===== src/mnpt_pkg.sv =====
`default_nettype none
// ----------------------------------------------------------------------------
// MIDI note priority tracker - shared definitions
// Field widths, MIDI byte codes, stack geometry, pitch conversion and types.
// ----------------------------------------------------------------------------
package mnpt_pkg;

    // Port field widths
    localparam int BYTE_W    = 8;
    localparam int NOTE_W    = 7;
    localparam int PITCH_W   = 15;
    localparam int HELD_W    = 5;

    // Held-note stack geometry
    localparam int STACK_DEPTH = 16;
    localparam int IDX_W = (STACK_DEPTH > 1) ? $clog2(STACK_DEPTH) : 1;
    localparam int CNT_W = $clog2(STACK_DEPTH + 1);

    // MIDI byte codes
    localparam logic [BYTE_W-1:0] REALTIME_MIN = 8'hF8;
    localparam logic [3:0]        NIB_NOTE_OFF = 4'h8;
    localparam logic [3:0]        NIB_NOTE_ON  = 4'h9;

    // Pitch conversion
    localparam int NOTE_BASE      = 36;
    localparam int CENTS_PER_NOTE = 100;

    typedef enum logic [1:0] {
        CMD_NONE = 2'd0,
        CMD_OFF  = 2'd1,
        CMD_ON   = 2'd2
    } cmd_t;

    typedef struct packed {
        logic [NOTE_W-1:0] note;
        logic [NOTE_W-1:0] vel;
    } stack_entry_t;

    typedef enum logic [2:0] {
        S_IDLE,
        S_SCAN_RD,
        S_SCAN_CMP,
        S_SH_RD,
        S_SH_WR,
        S_PUSH,
        S_TOP,
        S_TOPW
    } state_t;

endpackage
`default_nettype wire


===== src/midi_note_priority_tracker.sv =====
`default_nettype none
// ----------------------------------------------------------------------------
// MIDI note priority tracker (last-note priority)
// Parses a raw MIDI byte stream, keeps a stack of held notes in a small
// synchronous RAM and reports the most recently pressed note still held.
// ----------------------------------------------------------------------------
//
//  Channel   Handshake              Payload
//  -------   --------------------   -------------------------------------
//  input     in_valid / in_ready    midi_byte (8)
//  output    out_valid / out_ready  pitch_cents (15, signed), velocity (7),
//                                   notes_held (5)
//
// Status bytes, real-time bytes and the note byte of a pair are taken while
// the sequencer stays idle. A velocity byte starts the stack sequencer: a push
// onto a stack with room writes the new top entry directly, a note release
// searches the entries downwards from the top and moves any entries above the
// match down, and a push onto a full stack first moves every entry down to drop
// the oldest. The sequencer works through the single read port of the stack
// RAM, whose read data is registered.
// Reset clears the control state and the stack count only; the RAM needs no
// clearing pass, as only entries below the count are ever read.
// A finished result waits in the output register, and a new request is taken
// meanwhile; the sequencer stalls only when the next result is ready and the
// output register is still full.
//
module midi_note_priority_tracker (
    input  wire                                clk,
    input  wire                                rst_n,
    input  wire                                in_valid,
    output logic                               in_ready,
    input  wire  [mnpt_pkg::BYTE_W-1:0]        midi_byte,
    output logic                               out_valid,
    input  wire                                out_ready,
    output logic signed [mnpt_pkg::PITCH_W-1:0] pitch_cents,
    output logic [mnpt_pkg::NOTE_W-1:0]        velocity,
    output logic [mnpt_pkg::HELD_W-1:0]        notes_held
);
    import mnpt_pkg::*;

    // Stack RAM: one write port and one read port with registered read data.
    stack_entry_t mem [STACK_DEPTH];
    stack_entry_t rd_data_reg;
    logic         rd_en;
    logic [IDX_W-1:0] rd_addr;
    logic         wr_en;
    logic [IDX_W-1:0] wr_addr;
    stack_entry_t wr_data;

    // Sequencer and parser state
    state_t            state_reg, state_next;
    cmd_t              cmd_reg, cmd_next;
    logic              pend_reg, pend_next;
    logic [NOTE_W-1:0] note_reg, note_next;
    logic [NOTE_W-1:0] vel_reg, vel_next;
    logic [CNT_W-1:0]  count_reg, count_next;
    logic [IDX_W-1:0]  ptr_reg, ptr_next;
    logic [IDX_W-1:0]  end_reg, end_next;
    logic              push_reg, push_next;
    logic signed [PITCH_W-1:0] last_pitch_reg, last_pitch_next;

    // Output register
    logic                      out_valid_reg, out_valid_next;
    logic signed [PITCH_W-1:0] pitch_reg, pitch_next;
    logic [NOTE_W-1:0]         vel_out_reg, vel_out_next;
    logic [HELD_W-1:0]         held_reg, held_next;

    logic              in_take;
    logic              out_free;
    logic [CNT_W-1:0]  count_m1;
    logic [CNT_W-1:0]  count_m2;
    logic signed [NOTE_W+1:0]   note_diff;
    logic signed [PITCH_W-1:0]  pitch_full;
    logic signed [PITCH_W-1:0]  top_pitch;

    assign in_ready    = (state_reg == S_IDLE);
    assign in_take     = in_valid && in_ready;
    assign out_free    = !out_valid_reg || out_ready;
    assign out_valid   = out_valid_reg;
    assign pitch_cents = pitch_reg;
    assign velocity    = vel_out_reg;
    assign notes_held  = held_reg;

    assign count_m1 = count_reg - CNT_W'(1);
    assign count_m2 = count_reg - CNT_W'(2);

    // Pitch of the entry read from the top of the stack
    assign note_diff  = $signed({2'b00, rd_data_reg.note}) - (NOTE_W+2)'(NOTE_BASE);
    assign pitch_full = PITCH_W'(note_diff) * PITCH_W'(CENTS_PER_NOTE);
    assign top_pitch  = pitch_full;

    // Memory
    always_ff @(posedge clk)
    begin
        if (wr_en)
        begin
            mem[wr_addr] <= wr_data;
        end
        if (rd_en)
        begin
            rd_data_reg <= mem[rd_addr];
        end
    end

    // Control registers
    always_ff @(posedge clk or negedge rst_n)
    begin
        if (!rst_n)
        begin
            state_reg      <= S_IDLE;
            cmd_reg        <= CMD_NONE;
            pend_reg       <= 1'b0;
            note_reg       <= '0;
            count_reg      <= '0;
            last_pitch_reg <= '0;
            out_valid_reg  <= 1'b0;
            push_reg       <= 1'b0;
        end
        else
        begin
            state_reg      <= state_next;
            cmd_reg        <= cmd_next;
            pend_reg       <= pend_next;
            note_reg       <= note_next;
            count_reg      <= count_next;
            last_pitch_reg <= last_pitch_next;
            out_valid_reg  <= out_valid_next;
            push_reg       <= push_next;
        end
    end

    // Payload registers
    always_ff @(posedge clk)
    begin
        vel_reg     <= vel_next;
        ptr_reg     <= ptr_next;
        end_reg     <= end_next;
        pitch_reg   <= pitch_next;
        vel_out_reg <= vel_out_next;
        held_reg    <= held_next;
    end

    // Next state and datapath control
    always_comb
    begin
        state_next      = state_reg;
        cmd_next        = cmd_reg;
        pend_next       = pend_reg;
        note_next       = note_reg;
        vel_next        = vel_reg;
        count_next      = count_reg;
        ptr_next        = ptr_reg;
        end_next        = end_reg;
        push_next       = push_reg;
        last_pitch_next = last_pitch_reg;
        out_valid_next  = out_valid_reg && !out_ready;
        pitch_next      = pitch_reg;
        vel_out_next    = vel_out_reg;
        held_next       = held_reg;
        rd_en           = 1'b0;
        rd_addr         = ptr_reg;
        wr_en           = 1'b0;
        wr_addr         = ptr_reg;
        wr_data         = rd_data_reg;

        case (state_reg)
            S_IDLE:
            begin
                if (in_take && (midi_byte < REALTIME_MIN))
                begin
                    if (midi_byte[BYTE_W-1])
                    begin
                        // Status byte: only note on and note off keep data handling.
                        case (midi_byte[BYTE_W-1:BYTE_W-4])
                            NIB_NOTE_OFF: cmd_next = CMD_OFF;
                            NIB_NOTE_ON:  cmd_next = CMD_ON;
                            default:      cmd_next = CMD_NONE;
                        endcase
                        pend_next = 1'b0;
                    end
                    else if ((cmd_reg == CMD_OFF) || (cmd_reg == CMD_ON))
                    begin
                        if (!pend_reg)
                        begin
                            note_next = midi_byte[NOTE_W-1:0];
                            pend_next = 1'b1;
                        end
                        else
                        begin
                            pend_next = 1'b0;
                            vel_next  = midi_byte[NOTE_W-1:0];
                            push_next = 1'b0;
                            if ((cmd_reg == CMD_OFF) || (midi_byte[NOTE_W-1:0] == '0))
                            begin
                                // Release: search downwards from the top.
                                if (count_reg == '0)
                                begin
                                    state_next = S_TOP;
                                end
                                else
                                begin
                                    ptr_next   = count_m1[IDX_W-1:0];
                                    state_next = S_SCAN_RD;
                                end
                            end
                            else if (count_reg < CNT_W'(STACK_DEPTH))
                            begin
                                wr_en        = 1'b1;
                                wr_addr      = count_reg[IDX_W-1:0];
                                wr_data.note = note_reg;
                                wr_data.vel  = midi_byte[NOTE_W-1:0];
                                count_next   = count_reg + CNT_W'(1);
                                state_next   = S_TOP;
                            end
                            else if (STACK_DEPTH == 1)
                            begin
                                state_next = S_PUSH;
                            end
                            else
                            begin
                                // Full: drop the oldest entry by moving all down.
                                push_next  = 1'b1;
                                ptr_next   = '0;
                                end_next   = IDX_W'(STACK_DEPTH - 2);
                                state_next = S_SH_RD;
                            end
                        end
                    end
                end
            end

            S_SCAN_RD:
            begin
                rd_en      = 1'b1;
                rd_addr    = ptr_reg;
                state_next = S_SCAN_CMP;
            end

            S_SCAN_CMP:
            begin
                if (rd_data_reg.note == note_reg)
                begin
                    if (ptr_reg == count_m1[IDX_W-1:0])
                    begin
                        count_next = count_m1;
                        state_next = S_TOP;
                    end
                    else
                    begin
                        end_next   = count_m2[IDX_W-1:0];
                        state_next = S_SH_RD;
                    end
                end
                else if (ptr_reg == '0)
                begin
                    state_next = S_TOP;
                end
                else
                begin
                    ptr_next   = ptr_reg - IDX_W'(1);
                    state_next = S_SCAN_RD;
                end
            end

            S_SH_RD:
            begin
                rd_en      = 1'b1;
                rd_addr    = ptr_reg + IDX_W'(1);
                state_next = S_SH_WR;
            end

            S_SH_WR:
            begin
                wr_en   = 1'b1;
                wr_addr = ptr_reg;
                wr_data = rd_data_reg;
                if (ptr_reg == end_reg)
                begin
                    if (push_reg)
                    begin
                        state_next = S_PUSH;
                    end
                    else
                    begin
                        count_next = count_m1;
                        state_next = S_TOP;
                    end
                end
                else
                begin
                    ptr_next   = ptr_reg + IDX_W'(1);
                    state_next = S_SH_RD;
                end
            end

            S_PUSH:
            begin
                wr_en        = 1'b1;
                wr_addr      = IDX_W'(STACK_DEPTH - 1);
                wr_data.note = note_reg;
                wr_data.vel  = vel_reg;
                count_next   = CNT_W'(STACK_DEPTH);
                state_next   = S_TOP;
            end

            S_TOP:
            begin
                if (count_reg == '0)
                begin
                    // Empty stack: hold the last pitch, report silence.
                    if (out_free)
                    begin
                        out_valid_next = 1'b1;
                        pitch_next     = last_pitch_reg;
                        vel_out_next   = '0;
                        held_next      = HELD_W'(count_reg);
                        state_next     = S_IDLE;
                    end
                end
                else
                begin
                    rd_en      = 1'b1;
                    rd_addr    = count_m1[IDX_W-1:0];
                    state_next = S_TOPW;
                end
            end

            S_TOPW:
            begin
                if (out_free)
                begin
                    out_valid_next  = 1'b1;
                    pitch_next      = top_pitch;
                    vel_out_next    = rd_data_reg.vel;
                    held_next       = HELD_W'(count_reg);
                    last_pitch_next = top_pitch;
                    state_next      = S_IDLE;
                end
            end

            default:
            begin
                state_next = S_IDLE;
            end
        endcase
    end

    // The stack never holds more than its depth.
    assert property (@(posedge clk) disable iff (!rst_n)
        count_reg <= CNT_W'(STACK_DEPTH))
        else $error("stack count above depth");

    // Only entries below the count are read from the stack RAM.
    assert property (@(posedge clk) disable iff (!rst_n)
        rd_en |-> (CNT_W'(rd_addr) < count_reg))
        else $error("read of an unused stack entry");

    // Reads and writes never meet on the same entry in one cycle.
    assert property (@(posedge clk) disable iff (!rst_n)
        !(rd_en && wr_en && (rd_addr == wr_addr)))
        else $error("read and write collide on one entry");

    // A new result is loaded only by the top-of-stack states.
    assert property (@(posedge clk) disable iff (!rst_n)
        $rose(out_valid_reg) |-> ($past(state_reg) == S_TOP || $past(state_reg) == S_TOPW))
        else $error("result loaded outside the report states");

    // The sequencer leaves idle only on an accepted request.
    assert property (@(posedge clk) disable iff (!rst_n)
        (state_reg == S_IDLE && !in_take) |=> (state_reg == S_IDLE))
        else $error("sequencer started without a request");

endmodule
`default_nettype wire

===== config.mk =====
export PLATFORM = sky130hd
export DESIGN_NAME = midi_note_priority_tracker
export DESIGN_NICKNAME = d
export VERILOG_FILES = /design/src/mnpt_pkg.sv /design/src/midi_note_priority_tracker.sv
export SDC_FILE = /design/constraint.sdc
export NUM_CORES = 1
export LEC_CHECK = 0
export ABC_AREA = 1
export BUFFER_PORTS_ARGS = -buffer_cell sky130_fd_sc_hd__buf_2
export CAP_MARGIN = 20
export CORE_UTILIZATION = 67
export CTS_BUF_LIST = sky130_fd_sc_hd__clkbuf_4 sky130_fd_sc_hd__clkbuf_8 sky130_fd_sc_hd__clkbuf_16
export CTS_CLUSTER_DIAMETER = 120
export CTS_CLUSTER_SIZE = 24
export DETAILED_ROUTE_END_ITERATION = 6
export PLACE_DENSITY = 0.88
export SLEW_MARGIN = 25
export SYNTH_ARGS = -nofsm -noshare
export SYNTH_HDL_FRONTEND = slang
export SYNTH_SLANG_ARGS = --single-unit

===== constraint.sdc =====
create_clock -name clk -period 5.46 [get_ports clk]
set_input_delay 0.546 -clock clk [delete_from_list [all_inputs] [get_ports clk]]
set_output_delay 0.546 -clock clk [all_outputs]
set_load 0.02 [all_outputs]

# [Yosys cells after proc, flatten, opt, wreduce, memory -nomap -nowiden]
# Memory sizes are Yosys's and may differ from the RTL's. A register that Yosys moved wholly into a read port is not among the register bits.
# Cells that the tools add are included.
[word_totals] reg_bits=75 n_memories=1 ram_bits=224
[mem_list] memory="mem" words=16 word_bits=14 read_ports=1 rd_ports_with_merged_regs=1 wr=1 line="midi_note_priority_tracker.sv:42" source="stack_entry_t mem [STACK_DEPTH];"
[op_classes] mux=92 magnitude_cmp=2 n_addsub=6 n_mul=1 eq_ne=33 bitwise=2 n_reduce_logical=30
[op_table] cell="two-way mux 4 bit" count=24
[op_table] cell="two-way mux 14 bit" count=6
[op_table] cell="two-way mux 5 bit" count=12
[op_table] cell="two-way mux 15 bit" count=3
[op_table] cell="two-way mux 3 bit" count=13
[op_table] cell="case mux 15 bit (2 select lines)" count=1
[op_table] cell="!= test 2 bit (second input constant)" count=14
[op_table] cell="case mux 14 bit (2 select lines)" count=1
[op_table] cell="case mux 3 bit (8 select lines)" count=1
[op_table] cell="case mux 4 bit (2 select lines)" count=3
[op_table] cell="two-way mux 7 bit" count=3
[op_table] cell="case mux 5 bit (4 select lines)" count=1
[op_table] cell="AND reduction 9 bit" count=2
[op_table] cell="two-way mux 1 bit" count=16
[op_table] cell="case mux 7 bit (2 select lines)" count=1
[op_table] cell="multiplier 8 x 6 -> 13 bit (second input constant)" count=1
[op_table] cell="equality test 3 bit (second input constant)" count=4
[op_table] cell="case mux 4 bit (3 select lines)" count=1
[op_table] cell="AND reduction 11 bit" count=1
[op_table] cell="case mux 5 bit (2 select lines)" count=1
[op_table] cell="AND reduction 5 bit" count=2
[op_table] cell="equality test 4 bit" count=2
[op_table] cell="equality test 4 bit (second input constant)" count=2
[op_table] cell="< comparator 8 bit (second input constant)" count=1
[op_table] cell="other kinds (32)" count=50

# [Depth between registers and ports, before layout]
[logic_depth] depth_word=10 depth_mapped=18 depth_no_buf=18

# [Least setup slack after synthesis]
# Ideal clock, no wire load.
[synth_path] path_kind="register to register" startpoint="reg rd_data_reg[9] (netlist name)" endpoint="reg pitch_reg[14], in the netlist pitch_cents[14], data pin" setup_time_ns=0.253 n_path_buf=0 arrival_time_ns=3.357 t_required_ns=5.207 path_slack_ns=1.850 path_stages_with_launch=17 period_less_slack_ns=3.610 path_cell_list="edfxtp_1 > inv_1 > ha_1 > inv_1 > o21ai_0 > xor2_1 > inv_1 > ha_1 > fa_1 > ha_1 > ha_1 > nand2_1 > a21oi_1 > a211oi_1 > nand3_1 > nand3_1 > nand2_1"
[synth_between] elab_chain_cells=4
[synth_rtl] item="subtractor 7 x 6 -> 8 bit" line="midi_note_priority_tracker.sv:88" source="assign note_diff = $signed({2'b00, rd_data_reg.note}) - (NOTE_W+2)'(NOTE_BASE);"
[synth_rtl] item="net note_diff[2]" line="midi_note_priority_tracker.sv:72" source="logic signed [NOTE_W+1:0] note_diff;"
[synth_rtl] item="multiplier 8 x 6 -> 13 bit" line="midi_note_priority_tracker.sv:89" source="assign pitch_full = PITCH_W'(note_diff) * PITCH_W'(CENTS_PER_NOTE);"
[synth_rtl] item="two-way mux 15 bit" line="midi_note_priority_tracker.sv:330" source="if (out_free)"
[synth_rtl] item="case mux 15 bit (2 select lines)" line="midi_note_priority_tracker.sv:166" source="case (state_reg)"
[synth_rtl] item="net pitch_next[14]" line="midi_note_priority_tracker.sv:64" source="logic signed [PITCH_W-1:0] pitch_reg, pitch_next;"
[synth_rtl] item="end signal, assigned" line="midi_note_priority_tracker.sv:138" source="pitch_reg <= pitch_next;"
[synth_rtl] item="end, declared" line="midi_note_priority_tracker.sv:64"
# The timed path passes the listed nets, and every way through them passes these cells. The select of a mux whose other input is x is not followed.
# A chain may end at the register's enable or synchronous reset.

# [Worst setup path in the final report]
[layout_path] startpoint="reg rd_data_reg[9] (netlist name)" endpoint="reg pitch_reg[14], in the netlist pitch_cents[14], data pin"
[layout_between] elab_chain_cells=4
[layout_rtl] item="subtractor 7 x 6 -> 8 bit" line="midi_note_priority_tracker.sv:88"
[layout_rtl] item="net note_diff[2]" line="midi_note_priority_tracker.sv:72"
[layout_rtl] item="multiplier 8 x 6 -> 13 bit" line="midi_note_priority_tracker.sv:89"
[layout_rtl] item="two-way mux 15 bit" line="midi_note_priority_tracker.sv:330"
[layout_rtl] item="case mux 15 bit (2 select lines)" line="midi_note_priority_tracker.sv:166"
[layout_rtl] item="net pitch_next[14]" line="midi_note_priority_tracker.sv:64"
# The timed path passes the listed nets, and every way through them passes these cells. The select of a mux whose other input is x is not followed.

==> run summary <==
RUN STATUS
----------------------------------------------------------------------------------
Result of the run                                                     complete, no violations

SYNTHESIS
----------------------------------------------------------------------------------
Sequential area share after synthesis                                        0.634
Area contributors post-synth                                          sky130_fd_sc_hd__edfxtp_1 58%, sky130_fd_sc_hd__nand3_1 11%, sky130_fd_sc_hd__nand2_1 8.6%
Count leader, synth                                                   sky130_fd_sc_hd__nand2_1
Number of distinct library cells after synthesis                                44
Syn Area/Cell                                                             10.6 µm²
Area fraction of the dominant cell type after synthesis                      0.577
List of most frequent post-synthesis cells                            331 x sky130_fd_sc_hd__nand2_1, 317 x sky130_fd_sc_hd__nand3_1, 278 x sky130_fd_sc_hd__edfxtp_1
Cell area after technology mapping                                       14500 µm²
Post-synth EDFFs                                                               278
Post-synth top flop                                                   sky130_fd_sc_hd__edfxtp_1
Async set or reset register ratio after synthesis                            0.106
Yosys warns                                                                      0
Flip-flop and latch count after synthesis                                      311
Number of cells produced by synthesis                                         1368
Cell accounting for the most synthesized area                         sky130_fd_sc_hd__edfxtp_1

CRITICAL PATH
----------------------------------------------------------------------------------
Number of cells on the worst reg-to-reg path                                    16
Endpoint of the worst register-to-register path                       pitch_cents[14]
Worst EP arrival                                                           4.30 ns
Worst endpoint required time                                               5.72 ns
Sum of buffers and inverters on the critical path                                3
Crit Reg-Reg Startpoint                                               rd_data_reg[9]
Worst Setup Path Type                                                      reg2reg
Slowest cell on the critical path                                     sky130_fd_sc_hd__edfxtp_1
Setup crit end kind                                                      flip-flop
Worst reg-to-reg setup slack                                               1.42 ns
Most prevalent standard cell on the critical path                     sky130_fd_sc_hd__ha_1
Element type at the critical path start                                  flip-flop
Peak per-stage delay on the critical path                                  0.51 ns
Crit-path leading delay family                                         adder cells
Worst path cell trace                                                 inv_1 -> ha_1 -> inv_1 -> o21ai_0 -> xor2_1 -> inv_1 -> ha_1 -> fa_1 -> ha_1 -> ha_1 -> nand2_1 -> a21oi_1 -> a211oi_1 -> nand3_1 -> nand3_1 -> nand2_1
Peak fanout along the critical path                                              6

ROUTING
----------------------------------------------------------------------------------
Iteration count of the initial detailed-routing pass                             6
DRC viols                                                                        0
Antenna Nets Post-Route                                                          0
DRT Wirelength                                                            33100 µm
Detailed-route wire length per cell                                        20.0 µm
Via count                                                                    10300
Iter 0 DRT Violations                                                         1297
Drt via density                                                               6.24

GRT
----------------------------------------------------------------------------------
Total global routing track utilization                                       0.306
Number of antenna violations at the first check in global routing                0
Maximum number of pins on one net before global-route repair                    77
First-pass GRT wire length                                                52400 µm
Overall overflow remaining after global route                                    0
Number of global-route vias before repair                                    10000

PLACED DESIGN
----------------------------------------------------------------------------------
Cell area reported after detailed placement                              14900 µm²
Gp weighted congestion                                                       0.929
Inst Count DP                                                                 1636
Number of I/O port buffers                                                      38
HPWL reported at the end of detailed placement                            20600 µm

CELLS AND AREA
----------------------------------------------------------------------------------
Fin nets                                                                      1428
Fraction of layout instances using a drive strength above 1                 0.0983
Finished layout cell area                                                15400 µm²
Flip-flop count of the largest register after layout                           224
Antenna diode count                                                              0
Post-Layout Cell Count                                                        1659
End-of-flow core utilization                                                 0.729
Signed area change from the synthesized netlist to the final layout          6.26%

CTS
----------------------------------------------------------------------------------
Number of buffers added by the clock tree synthesis step                        16
Resized cells post-CTS                                                           0
Number of hold buffers added after CTS                                           0
Bufs on Longest Clock Path                                                       3
Source-to-sink clock delay at the later pin of the worst-skew pair         0.51 ns
Clock H-tree levels                                                              1
CTS tree                                                                      done
Buffer count from post-CTS setup fixing                                          0
Root buffer selected by CTS                                           sky130_fd_sc_hd__clkbuf_16
Clock transition at the registers of the reported paths                    0.11 ns
Number of sinks driven by the clock tree                                       311

STA
----------------------------------------------------------------------------------
Share of the clock period used by the worst path after layout                0.739
Upper clock frequency limit                                                248 MHz
Period minus WS final                                                      4.04 ns
Hold Fails Final Rpt                                                             0
Final sum of negative setup slack                                             0 ns
Worst-case clock skew                                                    0.0125 ns
Slew @ Worst Pin                                                           1.09 ns
Slew Limit Headroom                                                          0.270
Setup violation total in the final timing report                                 0
Final-report max-slew violation count                                            0
Unrepaired setup endpoints after global routing                              false

FLOORPLANNING
----------------------------------------------------------------------------------
Placeable core area                                                      21100 µm²
Vert. Die Dim                                                               149 µm
Ports                                                                           41
Die area                                                                 22200 µm²
Initial core utilization                                                     0.686
Row count                                                                       53
Die X-Extent                                                                149 µm

HOLD PATH
----------------------------------------------------------------------------------
Class of the tightest hold or removal check                               in2async

JOB
----------------------------------------------------------------------------------
Max-Cap Viols                                                                    0

## layout by cell type (no fill, tap or decap), types with 4 or more instances in the layout
master,count
sky130_fd_sc_hd__dfrtp_1,33
sky130_fd_sc_hd__a21oi_1,14
sky130_fd_sc_hd__inv_2,13
sky130_fd_sc_hd__inv_1,78
sky130_fd_sc_hd__o21ai_1,6
sky130_fd_sc_hd__nand3_2,5
sky130_fd_sc_hd__xor2_1,16
sky130_fd_sc_hd__nand4_1,5
sky130_fd_sc_hd__nor2_2,9
sky130_fd_sc_hd__nand2_1,331
sky130_fd_sc_hd__clkbuf_4,6
sky130_fd_sc_hd__o21ai_0,49
sky130_fd_sc_hd__ha_1,31
sky130_fd_sc_hd__edfxtp_1,278
sky130_fd_sc_hd__nand3_1,316
sky130_fd_sc_hd__clkbuf_16,17
sky130_fd_sc_hd__buf_4,22
sky130_fd_sc_hd__fa_1,6
sky130_fd_sc_hd__buf_2,39
sky130_fd_sc_hd__mux2i_1,5
sky130_fd_sc_hd__nor3_1,4
sky130_fd_sc_hd__xnor2_1,9
sky130_fd_sc_hd__nor2_1,47
sky130_fd_sc_hd__nand2_2,7
sky130_fd_sc_hd__o221ai_1,4
## worst register-to-register path, delay by kind of cell, from the launching register on
| kind | cells | cell delay [ns] |
|---|---|---|
| AOI/OAI and AO/OA | 3 | 0.55 |
| xor gates and xnor gates | 1 | 0.31 |
| adders and majority gates | 5 | 1.73 |
| buffers and inverters | 3 | 0.30 |
| DFF | 1 | 0.51 |
| and+or+nand+nor | 4 | 0.41 |
## through the flow
step | worst slack (ns) | hold slack, ns
2_1_floorplan | 1.85 | 0.250
3_3_place_gp | 1.66 | 0.465
3_5_place_dp | 1.47 | 0.471
4_1_cts | 1.44 | 0.134
5_1_grt | 1.14 | 0.156
6_report | 1.42 | 0.112
## area by class of cell
type / instances / area (µm²)
Clock buffer: 23 / 470
Fill cell: 1407 / 5720
Inverter: 93 / 349
Multi-Input combinational cell: 896 / 4670
Sequential cell: 311 / 9170
Tap cell: 275 / 344
Timing Repair Buffer: 61 / 360
## worst max-delay path by stage
stage | from | endpoint | slack (ns) | depth (start not counted)
2_1_floorplan | rd_data_reg[9] | pitch_cents[14] | 1.85 | 16
3_3_place_gp | rd_data_reg[9] | pitch_cents[14] | 1.66 | 16
3_5_place_dp | rd_data_reg[9] | pitch_cents[14] | 1.47 | 16
4_1_cts | rd_data_reg[9] | pitch_cents[14] | 1.44 | 16
5_1_grt | rd_data_reg[9] | pitch_cents[14] | 1.14 | 16
6_report | rd_data_reg[9] | pitch_cents[14] | 1.42 | 16
## logic make-up after synthesis
| kind of cell | share of synthesized area |
|---|---|
| buffers and inverters | 0.0476 |
| and+or+nand+nor | 0.230 |
| AOI/OAI and AO/OA | 0.0343 |
| other | 0.000259 |
| muxes | 0.00346 |
| xor gates and xnor gates | 0.0151 |
| DFF | 0.634 |
| adders and majority gates | 0.0351 |
## metal layers
layer	share of wire	track usage	up-vias
met1	0.38	0.419	4900
met4	0.027	0.113	0
li1	-	-	4757
met2	0.49	0.508	611
met3	0.10	0.0367	79
met5	0	0	-
Power is left out: the tool's default activity adds up to more than one toggle a clock period on the data nets, which glitch-free logic cannot reach.
